===== config.mk =====
export PLATFORM = sky130hd
export DESIGN_NAME = mac_learning_forwarder_core
export DESIGN_NICKNAME = d
export VERILOG_FILES = /design/src/sv/mlf_pkg.sv /design/src/sv/mlf_front.sv /design/src/sv/mlf_queue.sv /design/src/sv/mlf_back.sv /design/src/sv/mac_learning_forwarder_core.sv
export SDC_FILE = /design/constraint.sdc
export NUM_CORES = 2
export LEC_CHECK = 0
export ABC_AREA = 1
export BUFFER_PORTS_ARGS = -buffer_cell sky130_fd_sc_hd__buf_4
export CAP_MARGIN = 25
export CORE_MARGIN = 2
export CORE_UTILIZATION = 50
export CTS_BUF_LIST = sky130_fd_sc_hd__clkbuf_4
export CTS_CLUSTER_SIZE = 24
export DETAILED_ROUTE_END_ITERATION = 16
export MAX_ROUTING_LAYER = met4
export PLACE_DENSITY = 0.63
export SLEW_MARGIN = 20
export SYNTH_ARGS = -nofsm -noshare
export SYNTH_HDL_FRONTEND = slang
export SYNTH_SLANG_ARGS = --single-unit

===== constraint.sdc =====
create_clock -name clock -period 18.5 [get_ports clock]
set_input_delay 0.925 -clock clock [delete_from_list [all_inputs] [get_ports clock]]
set_output_delay 0.925 -clock clock [all_outputs]
set_load 0.01 [all_outputs]

===== src/sv/mlf_pkg.sv =====
package mlf_pkg;

   localparam int MAC_W  = 48;
   localparam int PORT_W = 3;
   localparam int MASK_W = 8;
   localparam int CSR_W  = 4;

   localparam logic [CSR_W-1:0] ACTIVE_PORTS_RESET = 4'd8;

   localparam int TABLE_ENTRIES_DEFAULT = 64;
   localparam int MAX_PORTS_DEFAULT     = 8;

   localparam int QUEUE_AW    = 1;
   localparam int QUEUE_DEPTH = 2 ** QUEUE_AW;

   typedef struct packed {
      logic [MAC_W-1:0]  src_mac;
      logic [MAC_W-1:0]  dst_mac;
      logic [PORT_W-1:0] in_port;
   } req_type;

   typedef struct packed {
      logic [MASK_W-1:0] egress_mask;
      logic              flooded;
      logic              learned;
      logic              learn_dropped;
   } rsp_type;

   typedef struct packed {
      logic [MAC_W-1:0]  src_mac;
      logic [MAC_W-1:0]  dst_mac;
      logic [PORT_W-1:0] in_port;
      logic [MASK_W-1:0] flood_mask;
   } work_type;

   typedef struct packed {
      logic [MAC_W-1:0]  mac;
      logic [PORT_W-1:0] port;
   } entry_type;

endpackage


===== src/sv/mlf_front.sv =====
module mlf_front #(
   parameter int MAX_PORTS = mlf_pkg::MAX_PORTS_DEFAULT
) (
   input  logic                        clock,
   input  logic                        reset,
   input  logic                        csr_wr_en,
   input  logic [mlf_pkg::CSR_W-1:0]   csr_wr_data,
   input  logic                        req_valid,
   output logic                        req_ready,
   input  mlf_pkg::req_type            req_payload,
   output logic                        push_valid,
   input  logic                        push_ready,
   output mlf_pkg::work_type           push_data
);

   localparam int MW = mlf_pkg::MASK_W;
   localparam int CW = mlf_pkg::CSR_W;
   localparam int PW = mlf_pkg::PORT_W;

   logic [CW-1:0] active_ports_ff;
   logic [MW-1:0] flood_mask;

   always_ff @(posedge clock) begin
      if (reset) begin
         active_ports_ff <= mlf_pkg::ACTIVE_PORTS_RESET;
      end else if (csr_wr_en) begin
         active_ports_ff <= csr_wr_data;
      end
   end

   // flood to every active port but the ingress one
   always_comb begin
      for (int i = 0; i < MW; i++) begin
         flood_mask[i] = (active_ports_ff > CW'(i)) && (i < MAX_PORTS) &&
                         (req_payload.in_port != PW'(i));
      end
   end

   assign push_valid           = req_valid;
   assign req_ready            = push_ready;
   assign push_data.src_mac    = req_payload.src_mac;
   assign push_data.dst_mac    = req_payload.dst_mac;
   assign push_data.in_port    = req_payload.in_port;
   assign push_data.flood_mask = flood_mask;

endmodule


===== src/sv/mlf_queue.sv =====
module mlf_queue (
   input  logic              clock,
   input  logic              reset,
   input  logic              push_valid,
   output logic              push_ready,
   input  mlf_pkg::work_type push_data,
   output logic              pop_valid,
   input  logic              pop_ready,
   output mlf_pkg::work_type pop_data
);

   localparam int AW    = mlf_pkg::QUEUE_AW;
   localparam int DEPTH = mlf_pkg::QUEUE_DEPTH;

   mlf_pkg::work_type slot_ff [DEPTH];
   logic [AW-1:0]     wr_ptr_ff;
   logic [AW-1:0]     rd_ptr_ff;
   logic [AW:0]       fill_ff;
   logic              do_push;
   logic              do_pop;

   assign push_ready = (fill_ff != (AW+1)'(DEPTH));
   assign pop_valid  = (fill_ff != '0);
   assign pop_data   = slot_ff[rd_ptr_ff];
   assign do_push    = push_valid && push_ready;
   assign do_pop     = pop_valid && pop_ready;

   always_ff @(posedge clock) begin
      if (do_push) begin
         slot_ff[wr_ptr_ff] <= push_data;
      end
   end

   always_ff @(posedge clock) begin
      if (reset) begin
         wr_ptr_ff <= '0;
         rd_ptr_ff <= '0;
         fill_ff   <= '0;
      end else begin
         if (do_push) begin
            wr_ptr_ff <= wr_ptr_ff + AW'(1);
         end
         if (do_pop) begin
            rd_ptr_ff <= rd_ptr_ff + AW'(1);
         end
         if (do_push && !do_pop) begin
            fill_ff <= fill_ff + (AW+1)'(1);
         end else if (do_pop && !do_push) begin
            fill_ff <= fill_ff - (AW+1)'(1);
         end
      end
   end

endmodule


===== src/sv/mlf_back.sv =====
module mlf_back #(
   parameter int TABLE_ENTRIES = mlf_pkg::TABLE_ENTRIES_DEFAULT
) (
   input  logic              clock,
   input  logic              reset,
   input  logic              pop_valid,
   output logic              pop_ready,
   input  mlf_pkg::work_type pop_data,
   output logic              rsp_valid,
   input  logic              rsp_ready,
   output mlf_pkg::rsp_type  rsp_payload
);

   localparam int IW = $clog2(TABLE_ENTRIES);
   localparam int CW = $clog2(TABLE_ENTRIES + 1);
   localparam int MW = mlf_pkg::MASK_W;
   localparam int PW = mlf_pkg::PORT_W;

   typedef enum logic [1:0] {
      S_IDLE,
      S_SEARCH,
      S_FINISH
   } state_type;

   state_type          state_ff;
   mlf_pkg::work_type  work_ff;
   logic [CW-1:0]      count_ff;
   logic [CW-1:0]      idx_ff;
   logic               cmp_valid_ff;
   logic               dst_hit_ff;
   logic [PW-1:0]      dst_port_ff;
   logic               src_hit_ff;
   logic               rsp_valid_ff;
   mlf_pkg::rsp_type   rsp_ff;

   mlf_pkg::entry_type mem [TABLE_ENTRIES];
   mlf_pkg::entry_type rd_data_ff;

   logic               issue;
   logic [IW-1:0]      rd_addr;
   logic               dst_match;
   logic               src_match;
   logic               out_free;
   logic               learn_ok;
   logic               mem_we;
   mlf_pkg::rsp_type   result;

   always_comb begin
      issue     = (state_ff == S_SEARCH) && (idx_ff < count_ff);
      rd_addr   = idx_ff[IW-1:0];
      dst_match = cmp_valid_ff && (rd_data_ff.mac == work_ff.dst_mac);
      src_match = cmp_valid_ff && (rd_data_ff.mac == work_ff.src_mac);
      out_free  = !rsp_valid_ff || rsp_ready;
      learn_ok  = count_ff < CW'(TABLE_ENTRIES);
      mem_we    = (state_ff == S_FINISH) && out_free && !src_hit_ff && learn_ok;
      pop_ready = (state_ff == S_IDLE);

      result.egress_mask   = dst_hit_ff ? (MW'(1) << dst_port_ff) : work_ff.flood_mask;
      result.flooded       = !dst_hit_ff;
      result.learned       = !src_hit_ff && learn_ok;
      result.learn_dropped = !src_hit_ff && !learn_ok;
   end

   // learned address table, one read per cycle
   always_ff @(posedge clock) begin
      if (mem_we) begin
         mem[count_ff[IW-1:0]] <= '{mac: work_ff.src_mac, port: work_ff.in_port};
      end
      rd_data_ff <= mem[rd_addr];
   end

   always_ff @(posedge clock) begin
      if (reset) begin
         state_ff     <= S_IDLE;
         count_ff     <= '0;
         idx_ff       <= '0;
         cmp_valid_ff <= 1'b0;
         rsp_valid_ff <= 1'b0;
      end else begin
         if ((state_ff == S_FINISH) && out_free) begin
            rsp_valid_ff <= 1'b1;
         end else if (rsp_ready) begin
            rsp_valid_ff <= 1'b0;
         end
         case (state_ff)
            S_IDLE: begin
               if (pop_valid) begin
                  work_ff      <= pop_data;
                  idx_ff       <= '0;
                  cmp_valid_ff <= 1'b0;
                  dst_hit_ff   <= 1'b0;
                  src_hit_ff   <= 1'b0;
                  state_ff     <= S_SEARCH;
               end
            end
            S_SEARCH: begin
               cmp_valid_ff <= issue;
               if (issue) begin
                  idx_ff <= idx_ff + CW'(1);
               end
               if (dst_match) begin
                  dst_hit_ff  <= 1'b1;
                  dst_port_ff <= rd_data_ff.port;
               end
               if (src_match) begin
                  src_hit_ff <= 1'b1;
               end
               if (!issue && !cmp_valid_ff) begin
                  state_ff <= S_FINISH;
               end
            end
            S_FINISH: begin
               if (out_free) begin
                  rsp_ff <= result;
                  if (mem_we) begin
                     count_ff <= count_ff + CW'(1);
                  end
                  state_ff <= S_IDLE;
               end
            end
            default: begin
               state_ff <= S_IDLE;
            end
         endcase
      end
   end

   assign rsp_valid   = rsp_valid_ff;
   assign rsp_payload = rsp_ff;

endmodule


===== src/sv/mac_learning_forwarder_core.sv =====
// learning bridge address table: per frame header beat, the destination is looked up among
// the learned entries and either sent to its stored port or flooded to the active ports but
// the ingress one; an unknown source is then learned, or flagged when the table is full.
// entries are never updated or aged. the destination is found by a linear search over the N
// entries learned so far (at most TABLE_ENTRIES), which reads one entry per cycle from the
// table memory; the engine takes a new item only when idle. a two-beat queue sits between
// the request side and the search engine, and the response is held in an output register.
// csr_wr_data sets the number of active ports used for flooding (reset 8).
module mac_learning_forwarder_core #(
   parameter int TABLE_ENTRIES = mlf_pkg::TABLE_ENTRIES_DEFAULT,
   parameter int MAX_PORTS     = mlf_pkg::MAX_PORTS_DEFAULT
) (
   input  logic                      clock,
   input  logic                      reset,
   input  logic                      csr_wr_en,
   input  logic [mlf_pkg::CSR_W-1:0] csr_wr_data,
   input  logic                      req_valid,
   output logic                      req_ready,
   input  mlf_pkg::req_type          req_payload,
   output logic                      rsp_valid,
   input  logic                      rsp_ready,
   output mlf_pkg::rsp_type          rsp_payload
);

   logic              push_valid;
   logic              push_ready;
   mlf_pkg::work_type push_data;
   logic              pop_valid;
   logic              pop_ready;
   mlf_pkg::work_type pop_data;

   mlf_front #(
      .MAX_PORTS (MAX_PORTS)
   ) u_front (
      .clock       (clock),
      .reset       (reset),
      .csr_wr_en   (csr_wr_en),
      .csr_wr_data (csr_wr_data),
      .req_valid   (req_valid),
      .req_ready   (req_ready),
      .req_payload (req_payload),
      .push_valid  (push_valid),
      .push_ready  (push_ready),
      .push_data   (push_data)
   );

   mlf_queue u_queue (
      .clock      (clock),
      .reset      (reset),
      .push_valid (push_valid),
      .push_ready (push_ready),
      .push_data  (push_data),
      .pop_valid  (pop_valid),
      .pop_ready  (pop_ready),
      .pop_data   (pop_data)
   );

   mlf_back #(
      .TABLE_ENTRIES (TABLE_ENTRIES)
   ) u_back (
      .clock       (clock),
      .reset       (reset),
      .pop_valid   (pop_valid),
      .pop_ready   (pop_ready),
      .pop_data    (pop_data),
      .rsp_valid   (rsp_valid),
      .rsp_ready   (rsp_ready),
      .rsp_payload (rsp_payload)
   );

   // forwarded to a known port means exactly one port
   assert property (@(posedge clock) disable iff (reset)
      rsp_valid && !rsp_payload.flooded |-> $onehot(rsp_payload.egress_mask))
      else $error("known destination without a single egress port");

   assert property (@(posedge clock) disable iff (reset)
      rsp_valid |-> !(rsp_payload.learned && rsp_payload.learn_dropped))
      else $error("source both learned and dropped");

   assert property (@(posedge clock)
      reset |=> !rsp_valid)
      else $error("response valid after reset");

endmodule

==> impl_metrics.json <==
{
  "outcome": "finished, final reports clean",
  "synth_area_um2": 149000,
  "tightest_slew_ns": 1.26,
  "cts_tree": "done",
  "netlist_top_cells_area": "edfxtp_1 73%, nand2_1 11%, nor2_1 4.8%, nand3_1 2.6%, o21ai_0 2.4%",
  "yosysUniqueCellTypes": 33,
  "irDropWorstVdd_mv": 0.0920,
  "yosys_warnings": 0,
  "drc": 0,
  "period_minus_slack_ns": 5.24,
  "final-instance-count-excl-fill": 18600,
  "min_period_over_period_pct": 28.3,
  "setup_viol": 0,
  "syn_nets": 13200,
  "grt_pass1_wl_mm": 671,
  "cp_top_family": "buffers and inverters",
  "first_pass_iters": 8,
  "wl_per_cell_um": 25.1,
  "final_layout_size_suffix_gt1_share_pct": 13.3,
  "rsz0062_at_grt": "no",
  "p_total_mw": 19.6,
  "startpoint_type": "flip-flop",
  "drt-total-wl_mm": 466,
  "hold_violations": 0,
  "drtIter0Drc": 14600,
  "cts.sinks": 3678,
  "synthToLayoutAreaGrowth_pct": 13.0,
  "pwr-share-comb_pct": 13.8,
  "switching_share_pct": 28.8,
  "cp_slowest_cell": "buf_4",
  "crit_buf_inv": 4,
  "timing.setup.tns_ns": 0,
  "clock_path_buffers": 4,
  "vias": 104000,
  "ys_ff_latch": 3678,
  "hold_path.class": "input pin to flip-flop",
  "fmax_ghz": 0.191,
  "vias_per_cell": 5.62,
  "cts.repair.resized": 0,
  "dieArea_um2": 302000,
  "p_leak_nw": 63.3,
  "crit_path_max_incr_delay_ns": 0.89,
  "htree_levels": 6,
  "rows": 200,
  "grt_pass1_vias": 101000,
  "cp.required_ns": 19.96,
  "place.gp.congestion": 0.910,
  "numPortBuffers": 120,
  "ant_nets": 0,
  "start_util_pct": 50.2,
  "die_w_um": 549,
  "clkPwrFrac_pct": 34.7,
  "end_kind": "flip-flop",
  "die_height_um": 549,
  "synth_top_area_share_pct": 72.7,
  "fin_util_pct": 56.7,
  "cp.arrival_ns": 6.69,
  "crit_path_frequent_cell": "nand2_1",
  "ios": 121,
  "switchingPower_mw": 5.64,
  "critPathKind": "flip-flop to flip-flop",
  "seq_power_share_pct": 51.5,
  "skew_ns": 0.168,
  "root_buffer": "clkbuf_4",
  "nets": 14000,
  "clk_latency_ns": 1.72,
  "core-area_um2": 296000,
  "antenna_found_initial": 22,
  "avgSynthCellArea_um2": 11.3,
  "timing.hold.ws_ns": 0.140,
  "relSlewSlack_pct": 15.7,
  "grt_usage_pct": 31.4,
  "cts-buffers-inserted": 914,
  "netlist_instances": 13100,
  "hpwl_mm": 238,
  "grt_start_max_net_pins": 203,
  "critPathMaxFanout": 147,
  "gr-total-overflow": 0,
  "placedCellCount": 16700,
  "cp_cell_sequence": "inv_8 > buf_4 > buf_12 > buf_4 > nor2_1 > o21ai_1 > nand2_1 > nand2_1 > nand2_1 > nor2_1 > nand2_1 > nand3_1 > nand2_1",
  "cts_setup_buffers": 0,
  "ys_seq_area_share_pct": 73.7,
  "drv_slew": 0,
  "yosysTopAreaCell": "edfxtp_1",
  "cap_violations": 0,
  "power_density_nw_per_um2": 116,
  "clk_pin_slew_ns": 0.06,
  "p_int_mw": 13.9
}
cell usage in the layout, fill, tap and decap left out, types with 19 or more instances in the layout:
master and n:
nor2_1 1816, edfxtp_1 3601, buf_4 355, nand3_1 774
dfxtp_1 72, a21oi_1 156, dlygate4sd3_1 213, nor2_4 66
o211ai_1 80, or2_2 19, inv_1 461, clkinv_1 155
clkinv_2 21, clkbuf_4 1376, o21ai_1 326, o21ai_0 706
nand2_1 4254
synthesized netlist by cell type:
master	n
xor2_1	13
clkbuf_1	328
nor2_1	1882
o21ai_1	326
a22oi_1	1
buf_2	243
nor3_1	7
or2_2	19
or2_1	5
nor2_2	1
clkinv_1	4
o32ai_1	1
o21bai_1	1
inv_1	462
a31oi_1	1
buf_1	79
nor3b_1	1
buf_4	50
a21oi_1	156
edfxtp_1	3601
ha_1	9
buf_6	5
o22ai_1	2
nand4_1	1
o31ai_1	1
nand3_1	774
nand2_2	2
xnor2_1	13
nand2_1	4255
o21ai_0	706
inv_2	15
dfxtp_1	77
o211ai_1	80
stage by stage:
stage | setup WS (ns) | cell area, µm²
finish | 13.26 | 168000
global route | 13.02 | 168000
CTS | 13.47 | 168000
detailed placement | 13.56 | 154000
global placement | 13.53 | 154000
floorplan | 12.33 | 149000
worst paths after layout:
path	startpoint	end	slack, ns	depth (start not counted)
hold / removal	req_payload[33]	u_queue.slot_ff[1][41]	0.14	2
setup reg to reg	u_back.idx_ff[1]	u_back.rd_data_ff[4]	13.26	13
setup / recovery	u_back.idx_ff[1]	u_back.rd_data_ff[4]	13.26	13
hold reg to reg	u_queue.slot_ff[0][39]	u_back.work_ff[39]	0.49	2
power groups by stage:
| stage | Combinational [mW] | Sequential (mW) | Clock [mW] |
|---|---|---|---|
| global placement | 2.55 | 10.2 | 0 |
| floorplan | 1.38 | 10.4 | 0 |
| CTS | 2.65 | 10.1 | 6.90 |
| global route | 2.94 | 10.1 | 7.34 |
| detailed placement | 2.61 | 10.2 | 0 |
| finish | 2.70 | 10.1 | 6.80 |
metal layers:
metal | part of all wire, % | vias up | GRT usage (%)
li1 | - | 46700 | -
met3 | 11 | 916 | 5.93
met2 | 47 | 6078 | 48.6
met1 | 39 | 50700 | 41.2
met5 | 0 | - | -
met4 | 3.8 | 0 | 12.5
cells by family after synthesis:
logic type | after synthesis | share of synthesized area, %
adder cells (fa/ha/maj) | 9 | 0.0757
buffers and inverters | 1186 | 3.35
AND/OR/NAND/NOR | 6947 | 18.2
XOR/XNOR | 26 | 0.153
AO/OA/AOI/OAI | 1275 | 4.44
flip-flops | 3678 | 73.7
registers in the layout (all words and copies together), names as in the netlist, 2 cells and up:
| register | count |
|---|---|
| u_queue.slot_ff | 214 |
| u_queue.fill_ff | 2 |
| u_back.mem | 3264 |
| u_back.rd_data_ff | 51 |
| u_back.count_ff | 7 |
| u_back.state_ff | 2 |
| u_back.idx_ff | 7 |
| u_back.rsp_payload | 11 |
| u_front.active_ports_ff | 4 |
| u_back.dst_port_ff | 3 |
| u_back.work_ff | 107 |
cell type report:
type                       instances  area [µm²]
antenna                           16        40.0
timing repair buffer             592        5310
tap                             3939        4930
clock buffer                    1376       10300
inverter                         481        1850
sequential                      3678      110000
fill                           24700      128000
multi-input combinational       8257       34600
clock inverter                   229        1380
what timing repair did:
item                                    in CTS  in global routing
hold endpoints to repair                   249                  0
endpoints found under the setup margin       0                  0
hold buffers                               213                  0
worst register-to-register path, cell delays in order, from the launching register on:
cell     delay, ns
dfxtp_4       0.57
inv_8         0.83
buf_4         0.98
buf_12        0.63
buf_4         1.05
nor2_1        0.17
o21ai_1       0.11
nand2_1       0.09
nand2_1       0.07
nand2_1       0.06
nor2_1        0.12
nand2_1       0.06
nand3_1       0.29
nand2_1       0.09
(Power assumes the default switching activity.)
